**config.mk**
```make
export PLATFORM = sky130hd
export DESIGN_NAME = address_range_table
export DESIGN_NICKNAME = d
export VERILOG_FILES = /design/src/rtl/core/art_pkg.sv /design/src/rtl/core/art_region_ram.sv /design/src/rtl/core/art_match.sv /design/src/rtl/core/address_range_table.sv
export VERILOG_INCLUDE_DIRS = /design/src /design/src/rtl/core
export SDC_FILE = /design/constraint.sdc
export NUM_CORES = 2
export LEC_CHECK = 0
export BUFFER_PORTS_ARGS = -buffer_cell sky130_fd_sc_hd__buf_2
export CORE_MARGIN = 2
export CORE_UTILIZATION = 50
export CTS_BUF_LIST = sky130_fd_sc_hd__clkbuf_4
export CTS_CLUSTER_SIZE = 25
export DETAILED_ROUTE_END_ITERATION = 8
export GPL_TIMING_DRIVEN = 0
export MAX_ROUTING_LAYER = met4
export PLACE_DENSITY = 0.66
export SYNTH_ARGS = -nofsm -noshare
export SYNTH_HDL_FRONTEND = slang
export SYNTH_SLANG_ARGS = --single-unit
```
**constraint.sdc**
```tcl
create_clock -name i_clk -period 14.1 [get_ports i_clk]
set_clock_uncertainty 0.05 [all_clocks]
set_input_delay 1.41 -clock i_clk [delete_from_list [all_inputs] [get_ports i_clk]]
set_output_delay 1.41 -clock i_clk [all_outputs]
set_load 0.01 [all_outputs]
```
**src/rtl/core/address_range_table_macros.svh**
```systemverilog
// Assertion macros for the address range table RTL.
`ifndef ADDRESS_RANGE_TABLE_MACROS_SVH
`define ADDRESS_RANGE_TABLE_MACROS_SVH

// The consequent must hold in the same cycle as the antecedent.
`define ART_ASSERT_SAME(label, clk, rst_n, ante, cons, msg) \
    label: assert property (@(posedge clk) disable iff (!rst_n) (ante) |-> (cons)) \
        else $error(msg);

// The consequent must hold in the cycle after the antecedent.
`define ART_ASSERT_NEXT(label, clk, rst_n, ante, cons, msg) \
    label: assert property (@(posedge clk) disable iff (!rst_n) (ante) |=> (cons)) \
        else $error(msg);

`endif

```
**src/rtl/core/art_pkg.sv**
```systemverilog
// Shared types, sizes and codes of the address range table.
package art_pkg;

    localparam int REGION_SLOTS = 16;
    localparam int IDX_W        = (REGION_SLOTS > 1) ? $clog2(REGION_SLOTS) : 1;
    localparam int CNT_W        = $clog2(REGION_SLOTS + 1);
    localparam int ENTRY_W      = 4;

    typedef enum logic [1:0] {
        ST_OK        = 2'd0,
        ST_NOT_FOUND = 2'd1,
        ST_FULL      = 2'd2
    } t_status;

    typedef struct packed {
        logic [63:0] base;
        logic [31:0] length;
        logic [31:0] buffer;
    } t_region;

    typedef struct packed {
        logic        hit;
        logic [29:0] word_offset;
        logic [31:0] bytes_left;
    } t_match;

    typedef struct packed {
        t_status              status;
        logic [ENTRY_W-1:0]   entry_index;
        logic [29:0]          word_offset;
        logic [31:0]          bytes_left;
        logic [31:0]          region_buffer;
    } t_result;

    function automatic logic [ENTRY_W-1:0] slot_to_entry(input logic [CNT_W-1:0] slot);
        logic [CNT_W+ENTRY_W-1:0] wide;
        wide = (CNT_W + ENTRY_W)'(slot);
        return wide[ENTRY_W-1:0];
    endfunction

endpackage

```
**src/rtl/core/art_region_ram.sv**
```systemverilog
// Region store: one write port and one registered read port.
module art_region_ram (
    input  logic                          i_clk,
    input  logic                          i_we,
    input  logic [art_pkg::IDX_W-1:0]     i_waddr,
    input  art_pkg::t_region              i_wdata,
    input  logic [art_pkg::IDX_W-1:0]     i_raddr,
    output art_pkg::t_region              o_rdata
);

    art_pkg::t_region r_mem [art_pkg::REGION_SLOTS];
    art_pkg::t_region r_rdata;

    always_ff @(posedge i_clk) begin
        if (i_we) begin
            r_mem[i_waddr] <= i_wdata;
        end
        r_rdata <= r_mem[i_raddr];
    end

    assign o_rdata = r_rdata;

endmodule

```
**src/rtl/core/art_match.sv**
```systemverilog
// Range test of one stored region against a probe address.
module art_match (
    input  logic [63:0]          i_addr,
    input  art_pkg::t_region     i_region,
    output art_pkg::t_match      o_match
);

    logic [64:0] w_diff_ext;
    logic [63:0] w_diff;
    logic        w_ge;

    assign w_diff_ext = {1'b0, i_addr} - {1'b0, i_region.base};
    assign w_ge       = ~w_diff_ext[64];
    assign w_diff     = w_diff_ext[63:0];

    always_comb begin
        o_match.hit         = w_ge && ((w_diff == 64'd0) || (w_diff < {32'd0, i_region.length}));
        o_match.word_offset = w_diff[31:2];
        o_match.bytes_left  = i_region.length - w_diff[31:0];
    end

endmodule

```
**src/rtl/core/address_range_table.sv**
```systemverilog
// Top level of the address range table.
// An append word stores base, length and buffer reference in the next free slot
// and answers with the slot it used, or reports the table full. A lookup word reads the
// region memory one slot per cycle in append order and stops at the first
// region whose base equals the address or strictly contains it. One word is
// worked on at a time; the next is taken while the previous result still waits
// at the output. Reset empties the table at once.
`include "address_range_table_macros.svh"

module address_range_table (
    input  logic        i_clk,
    input  logic        i_rst_n,
    input  logic        i_valid,
    output logic        o_ready,
    input  logic        i_mode,
    input  logic [63:0] i_address,
    input  logic [31:0] i_length,
    input  logic [31:0] i_buffer_ref,
    output logic        o_valid,
    input  logic        i_ready,
    output logic [1:0]  o_status,
    output logic [3:0]  o_entry_index,
    output logic [29:0] o_word_offset,
    output logic [31:0] o_bytes_left,
    output logic [31:0] o_region_buffer
);

    localparam int CNT_W = art_pkg::CNT_W;
    localparam int IDX_W = art_pkg::IDX_W;

    typedef enum logic [1:0] {
        S_IDLE,
        S_SCAN,
        S_RESP
    } t_state;

    t_state             r_state;
    logic [CNT_W-1:0]   r_count;
    logic [CNT_W-1:0]   r_rd_idx;
    logic [CNT_W-1:0]   r_cmp_idx;
    logic               r_cmp_vld;
    logic [63:0]        r_addr;
    art_pkg::t_result   r_res;
    art_pkg::t_result   r_o_res;
    logic               r_o_valid;

    logic               w_accept;
    logic               w_out_free;
    logic               w_load;
    logic               w_full;
    logic               w_we;
    art_pkg::t_region   w_wdata;
    art_pkg::t_region   w_rd_data;
    art_pkg::t_match    w_match;
    art_pkg::t_result   w_none;
    art_pkg::t_result   w_app_res;

    assign o_ready    = (r_state == S_IDLE);
    assign w_accept   = i_valid && o_ready;
    assign w_out_free = !r_o_valid || i_ready;
    assign w_load     = (r_state == S_RESP) && w_out_free;
    assign w_full     = (r_count == CNT_W'(art_pkg::REGION_SLOTS));
    assign w_we       = w_accept && !i_mode && !w_full;

    always_comb begin
        w_wdata.base   = i_address;
        w_wdata.length = i_length;
        w_wdata.buffer = i_buffer_ref;
        w_none.status        = art_pkg::ST_NOT_FOUND;
        w_none.entry_index   = '0;
        w_none.word_offset   = '0;
        w_none.bytes_left    = '0;
        w_none.region_buffer = '0;
        w_app_res = w_none;
        if (w_full) begin
            w_app_res.status = art_pkg::ST_FULL;
        end else begin
            w_app_res.status      = art_pkg::ST_OK;
            w_app_res.entry_index = art_pkg::slot_to_entry(r_count);
        end
    end

    art_region_ram u_ram (
        .i_clk   (i_clk),
        .i_we    (w_we),
        .i_waddr (r_count[IDX_W-1:0]),
        .i_wdata (w_wdata),
        .i_raddr (r_rd_idx[IDX_W-1:0]),
        .o_rdata (w_rd_data)
    );

    art_match u_match (
        .i_addr   (r_addr),
        .i_region (w_rd_data),
        .o_match  (w_match)
    );

    always_ff @(posedge i_clk) begin
        if (!i_rst_n) begin
            r_state   <= S_IDLE;
            r_count   <= '0;
            r_cmp_vld <= 1'b0;
            r_o_valid <= 1'b0;
        end else begin
            if (w_load) begin
                r_o_valid <= 1'b1;
            end else if (i_ready) begin
                r_o_valid <= 1'b0;
            end
            unique case (r_state)
                S_IDLE: begin
                    if (w_accept) begin
                        r_addr    <= i_address;
                        r_rd_idx  <= '0;
                        r_cmp_vld <= 1'b0;
                        if (!i_mode) begin
                            r_state <= S_RESP;
                            r_res   <= w_app_res;
                            if (!w_full) begin
                                r_count <= r_count + CNT_W'(1);
                            end
                        end else if (r_count == '0) begin
                            r_res   <= w_none;
                            r_state <= S_RESP;
                        end else begin
                            r_state <= S_SCAN;
                        end
                    end
                end
                S_SCAN: begin
                    r_rd_idx  <= r_rd_idx + CNT_W'(1);
                    r_cmp_idx <= r_rd_idx;
                    if (r_cmp_vld && w_match.hit) begin
                        r_res.status        <= art_pkg::ST_OK;
                        r_res.entry_index   <= art_pkg::slot_to_entry(r_cmp_idx);
                        r_res.word_offset   <= w_match.word_offset;
                        r_res.bytes_left    <= w_match.bytes_left;
                        r_res.region_buffer <= w_rd_data.buffer;
                        r_cmp_vld           <= 1'b0;
                        r_state             <= S_RESP;
                    end else if (r_cmp_vld && ((r_cmp_idx + CNT_W'(1)) == r_count)) begin
                        r_res     <= w_none;
                        r_cmp_vld <= 1'b0;
                        r_state   <= S_RESP;
                    end else begin
                        r_cmp_vld <= 1'b1;
                    end
                end
                S_RESP: begin
                    if (w_out_free) begin
                        r_o_res <= r_res;
                        r_state <= S_IDLE;
                    end
                end
                default: begin
                    r_state <= S_IDLE;
                end
            endcase
        end
    end

    assign o_valid         = r_o_valid;
    assign o_status        = r_o_res.status;
    assign o_entry_index   = r_o_res.entry_index;
    assign o_word_offset   = r_o_res.word_offset;
    assign o_bytes_left    = r_o_res.bytes_left;
    assign o_region_buffer = r_o_res.region_buffer;

    `ART_ASSERT_SAME(a_count_bound, i_clk, i_rst_n, 1'b1,
        r_count <= CNT_W'(art_pkg::REGION_SLOTS), "Region count exceeds the table size.")
    `ART_ASSERT_NEXT(a_accept_busy, i_clk, i_rst_n, w_accept,
        r_state != S_IDLE, "Block stayed idle after taking a word.")
    `ART_ASSERT_NEXT(a_append_count, i_clk, i_rst_n, w_we,
        r_count == $past(r_count) + CNT_W'(1), "Append did not advance the region count.")
    `ART_ASSERT_SAME(a_scan_range, i_clk, i_rst_n, (r_state == S_SCAN) && r_cmp_vld,
        r_cmp_idx < r_count, "Lookup compared a slot beyond the region count.")
    `ART_ASSERT_NEXT(a_resp_out, i_clk, i_rst_n, (r_state == S_RESP) && w_out_free,
        o_valid && (r_state == S_IDLE), "Finished result did not reach the output.")

endmodule

```
==> results.md <==
- Post-synthesis async set-or-reset flop share: 0%
- Finished Layout Cells: 8700
- Global-route wire length before repair: 356300 µm
- Synthesized instance count: 4647
- I/O pin cnt: 235
- Die Span Y: 442.8 µm
- Cell Count Post-Placement: 7568
- Setup_tns: 0 ns
- Hold slack final: 0.2865 ns
- Max rail drop VDD: 0.00006335 V
- Vias in the first global route: 52.50k
- Layout cells sized above 1: 34.51%
- Final setup vio count: 0
- Failing checks: capacitance limit, slew limit
- Outcome: complete, but fails checks
- Max Root-Sink Buffers: 4
- Worst Path Required: 15.10 ns
- Cell Rows: 161
- Gr ovfl total: 0
- Arrival time worst endpoint: 9.18 ns
- Filler Cells Inserted: 14.28k
- Max transition margin: -1.138%
- Final Max Slew Viols: 11
- WL per Instance: 28.64 µm
- Clock Root Buffer: clkbuf_4
- Via density: 5.916
- Syn avg cell area: 20.72 µm²
- TritonCTS clock tree: built
- Worst skew pair latency: 1.42 ns
- Post-CTS Resized: 0
- H-Tree Depth: 6
- Period Utilization, post-route: 57.99%
- Pin count of the biggest net entering global routing: 49
- Synth Flop Type: edfxtp_1
- Hpwl dp: 163500 µm
- # nets final: 5940
- Area of the multi-input gates: 22420 µm²
- Clock Pin Slew Worst Setup and Hold Paths: 0.06 ns
- F_max: 122.3 MHz
- Post-route DRC: 0
- Min-Delay Path Class: in -> reg
- Worst Tran Pin Value: 1.517 ns
- Top-area cell type share of the netlist area: 72.42%
- Starting Density: 50.15%
- Sequential Area: 72470 µm²
- Netlist cell types: 92
- EDFF count, synth: 2322
- Post-synth top area cell: edfxtp_1
- R2r setup slk: 5.92 ns
- Hold Fails Final Rpt: 0
- Setup Crit Path Kind: reg -> reg
- CP Capture Type: flip-flop
- Die W: 442.8 µm
- Tot GR Track Use: 26.12%
- Cts bufs inserted: 627
- Cts-stage hold buffer count: 0
- Sink Count: 2459
- Unrepaired setup endpoints after global routing: false
- Leak Pwr: 37.70 nW
- Startpoint type of the worst setup path: flip-flop
- GPL Wtd Cong: 0.9102
- Yosys Warn Count: 0
- Antenna violations before repair: 58
- Commonest non-fill, non-tap cells in the layout: edfxtp_1, clkbuf_4, mux4_2
- Syn_nets: 4915
- DR pass1 iterations: 5
- Starting DRT DRC Count: 6010
- Seq cells post-synth: 2459
- Sequential cell area fraction in the yosys report: 75.27%
- DR vias: 51.47k
- Number of setup buffers added after CTS: 0
- Max cap viols: 1
- Most common library cell in the layout ignoring fill and taps: edfxtp_1
- Die ar.: 196100 µm²
- Fin crit period: 8.177 ns
- Most area-consuming cells after synthesis: edfxtp_1, mux4_2, dfxtp_1
- Critical Path Fanout Max: 13
- Post-DRT Antenna Nets: 0
- Core Area: 192000 µm²
- Drt total wl: 249200 µm
- Cell area power density: 138.3 nW/µm²
- Port-buffer cells: 234
- Area delta synth->final: 15.88%
- Synth Cell Area: 96280 µm²
-- area by class of cell --
cell class              instances  share of cell area [%]
plain buffers                 200                  0.7390
multi-input cells            1799                   20.09
inverters                     189                  0.6359
well taps                    2526                   2.833
diodes                         33                 0.07402
flip-flops and latches       2459                   64.95
clock inverters               151                  0.6964
clock buffers                 947                   6.372
repair buffers                396                   3.604
-- cells in the mapped netlist, drive strengths merged (9+ instances only) --
cell,count
edfxtp,2322
mux4,640
inv,189
nor2,186
dfxtp,137
ha,133
clkbuf,121
a21oi,117
nand2,115
buf,79
o21ai,68
a21o,46
xnor2,42
nor3,34
nand3,33
nand4,32
xor2,29
a211oi,25
o21a,24
and2,18
nor2b,18
a31oi,17
o21bai,15
nor4,14
and3,12
nand2b,12
o211ai,11
o31ai,11
a211o,9
a21boi,9
and4,9
or2,9
-- sequential cells by signal, summed over array words and instances (netlist names), 30 cells and up --
register / cells
u_ram.r_mem: 2048
u_ram.o_rdata: 128
r_res: 100
r_addr: 64
o_bytes_left: 32
o_region_buffer: 32
o_word_offset: 30
-- through the flow --
| stage | utilization [%] | total power, mW | worst slack (ns) | cell area [µm²] |
|---|---|---|---|---|
| 2_1_floorplan | - | 9.112 | 2.530 | 96280 |
| 3_3_place_gp | 52.41 | 9.582 | -10.51 | 100600 |
| 6_report | 58.12 | 15.42 | 5.923 | 111600 |
| 4_1_cts | 58.07 | 15.55 | 6.038 | 111500 |
| 3_5_place_dp | 53.96 | 9.590 | 6.076 | 103600 |
| 5_1_grt | 58.11 | 16.05 | 5.817 | 111500 |
-- critical path, cell delays in order, from the launching register on --
cell	delay (ns)
edfxtp_1	0.37
inv_1	0.09
ha_1	0.18
inv_1	0.06
fa_1	0.40
a21o_1	0.20
a31oi_2	0.33
o31a_1	0.26
o211ai_1	0.21
a21oi_1	0.27
xor2_1	0.79
inv_1	0.10
ha_1	0.40
and2_1	0.27
nand4_1	0.26
o211ai_1	0.20
a21oi_1	0.74
o211ai_1	0.28
nor4_2	0.61
nor3_1	0.25
nor3_2	0.73
buf_8	0.25
buf_6	0.20
buf_4	0.24
-- cell families (layout without fill, tap and decap cells) --
logic type               count (synthesis)  in the layout  synth area share (%)
other                                    0             33                     0
buffers and inverters                  389           1883                 1.580
flip-flops                            2459           2459                 75.27
adder cells (fa/ha/maj)                135            135                 1.770
multiplexers                           653            653                 15.11
AO/OA/AOI/OAI                          419            419                 2.980
XOR/XNOR                                71             71                0.6459
AND/OR/NAND/NOR                        521            521                 2.642
-- path summary, 6_finish.rpt --
check                               start                 to  depth (start not counted)
worst min-delay path              i_rst_n         r_state[1]                          3
worst min register to register  r_res[90]  o_word_offset[26]                          0
worst max register to register  r_addr[0]          r_res[77]                         23
worst max-delay path            r_addr[0]          r_res[77]                         23
-- routing by layer --
| layer | GRT usage, % | vias up | share of wire [%] |
|---|---|---|---|
| met1 | 34.56 | 26770 | 40 |
| met5 | - | - | 0 |
| met2 | 40.48 | 2580 | 49 |
| met3 | 5.801 | 424 | 8.7 |
| li1 | - | 21690 | - |
| met4 | 8.920 | 0 | 2.7 |
-- power by group --
group	total, mW	switching, mW	internal (mW)	leakage, nW
sequential	8.13	0.0404	8.09	22.2
combinational	1.32	0.827	0.491	10.8
clock	5.98	2.79	3.19	4.75
total	15.4	3.66	11.8	37.7
No activity file was read; power rests on OpenSTA's default activity.
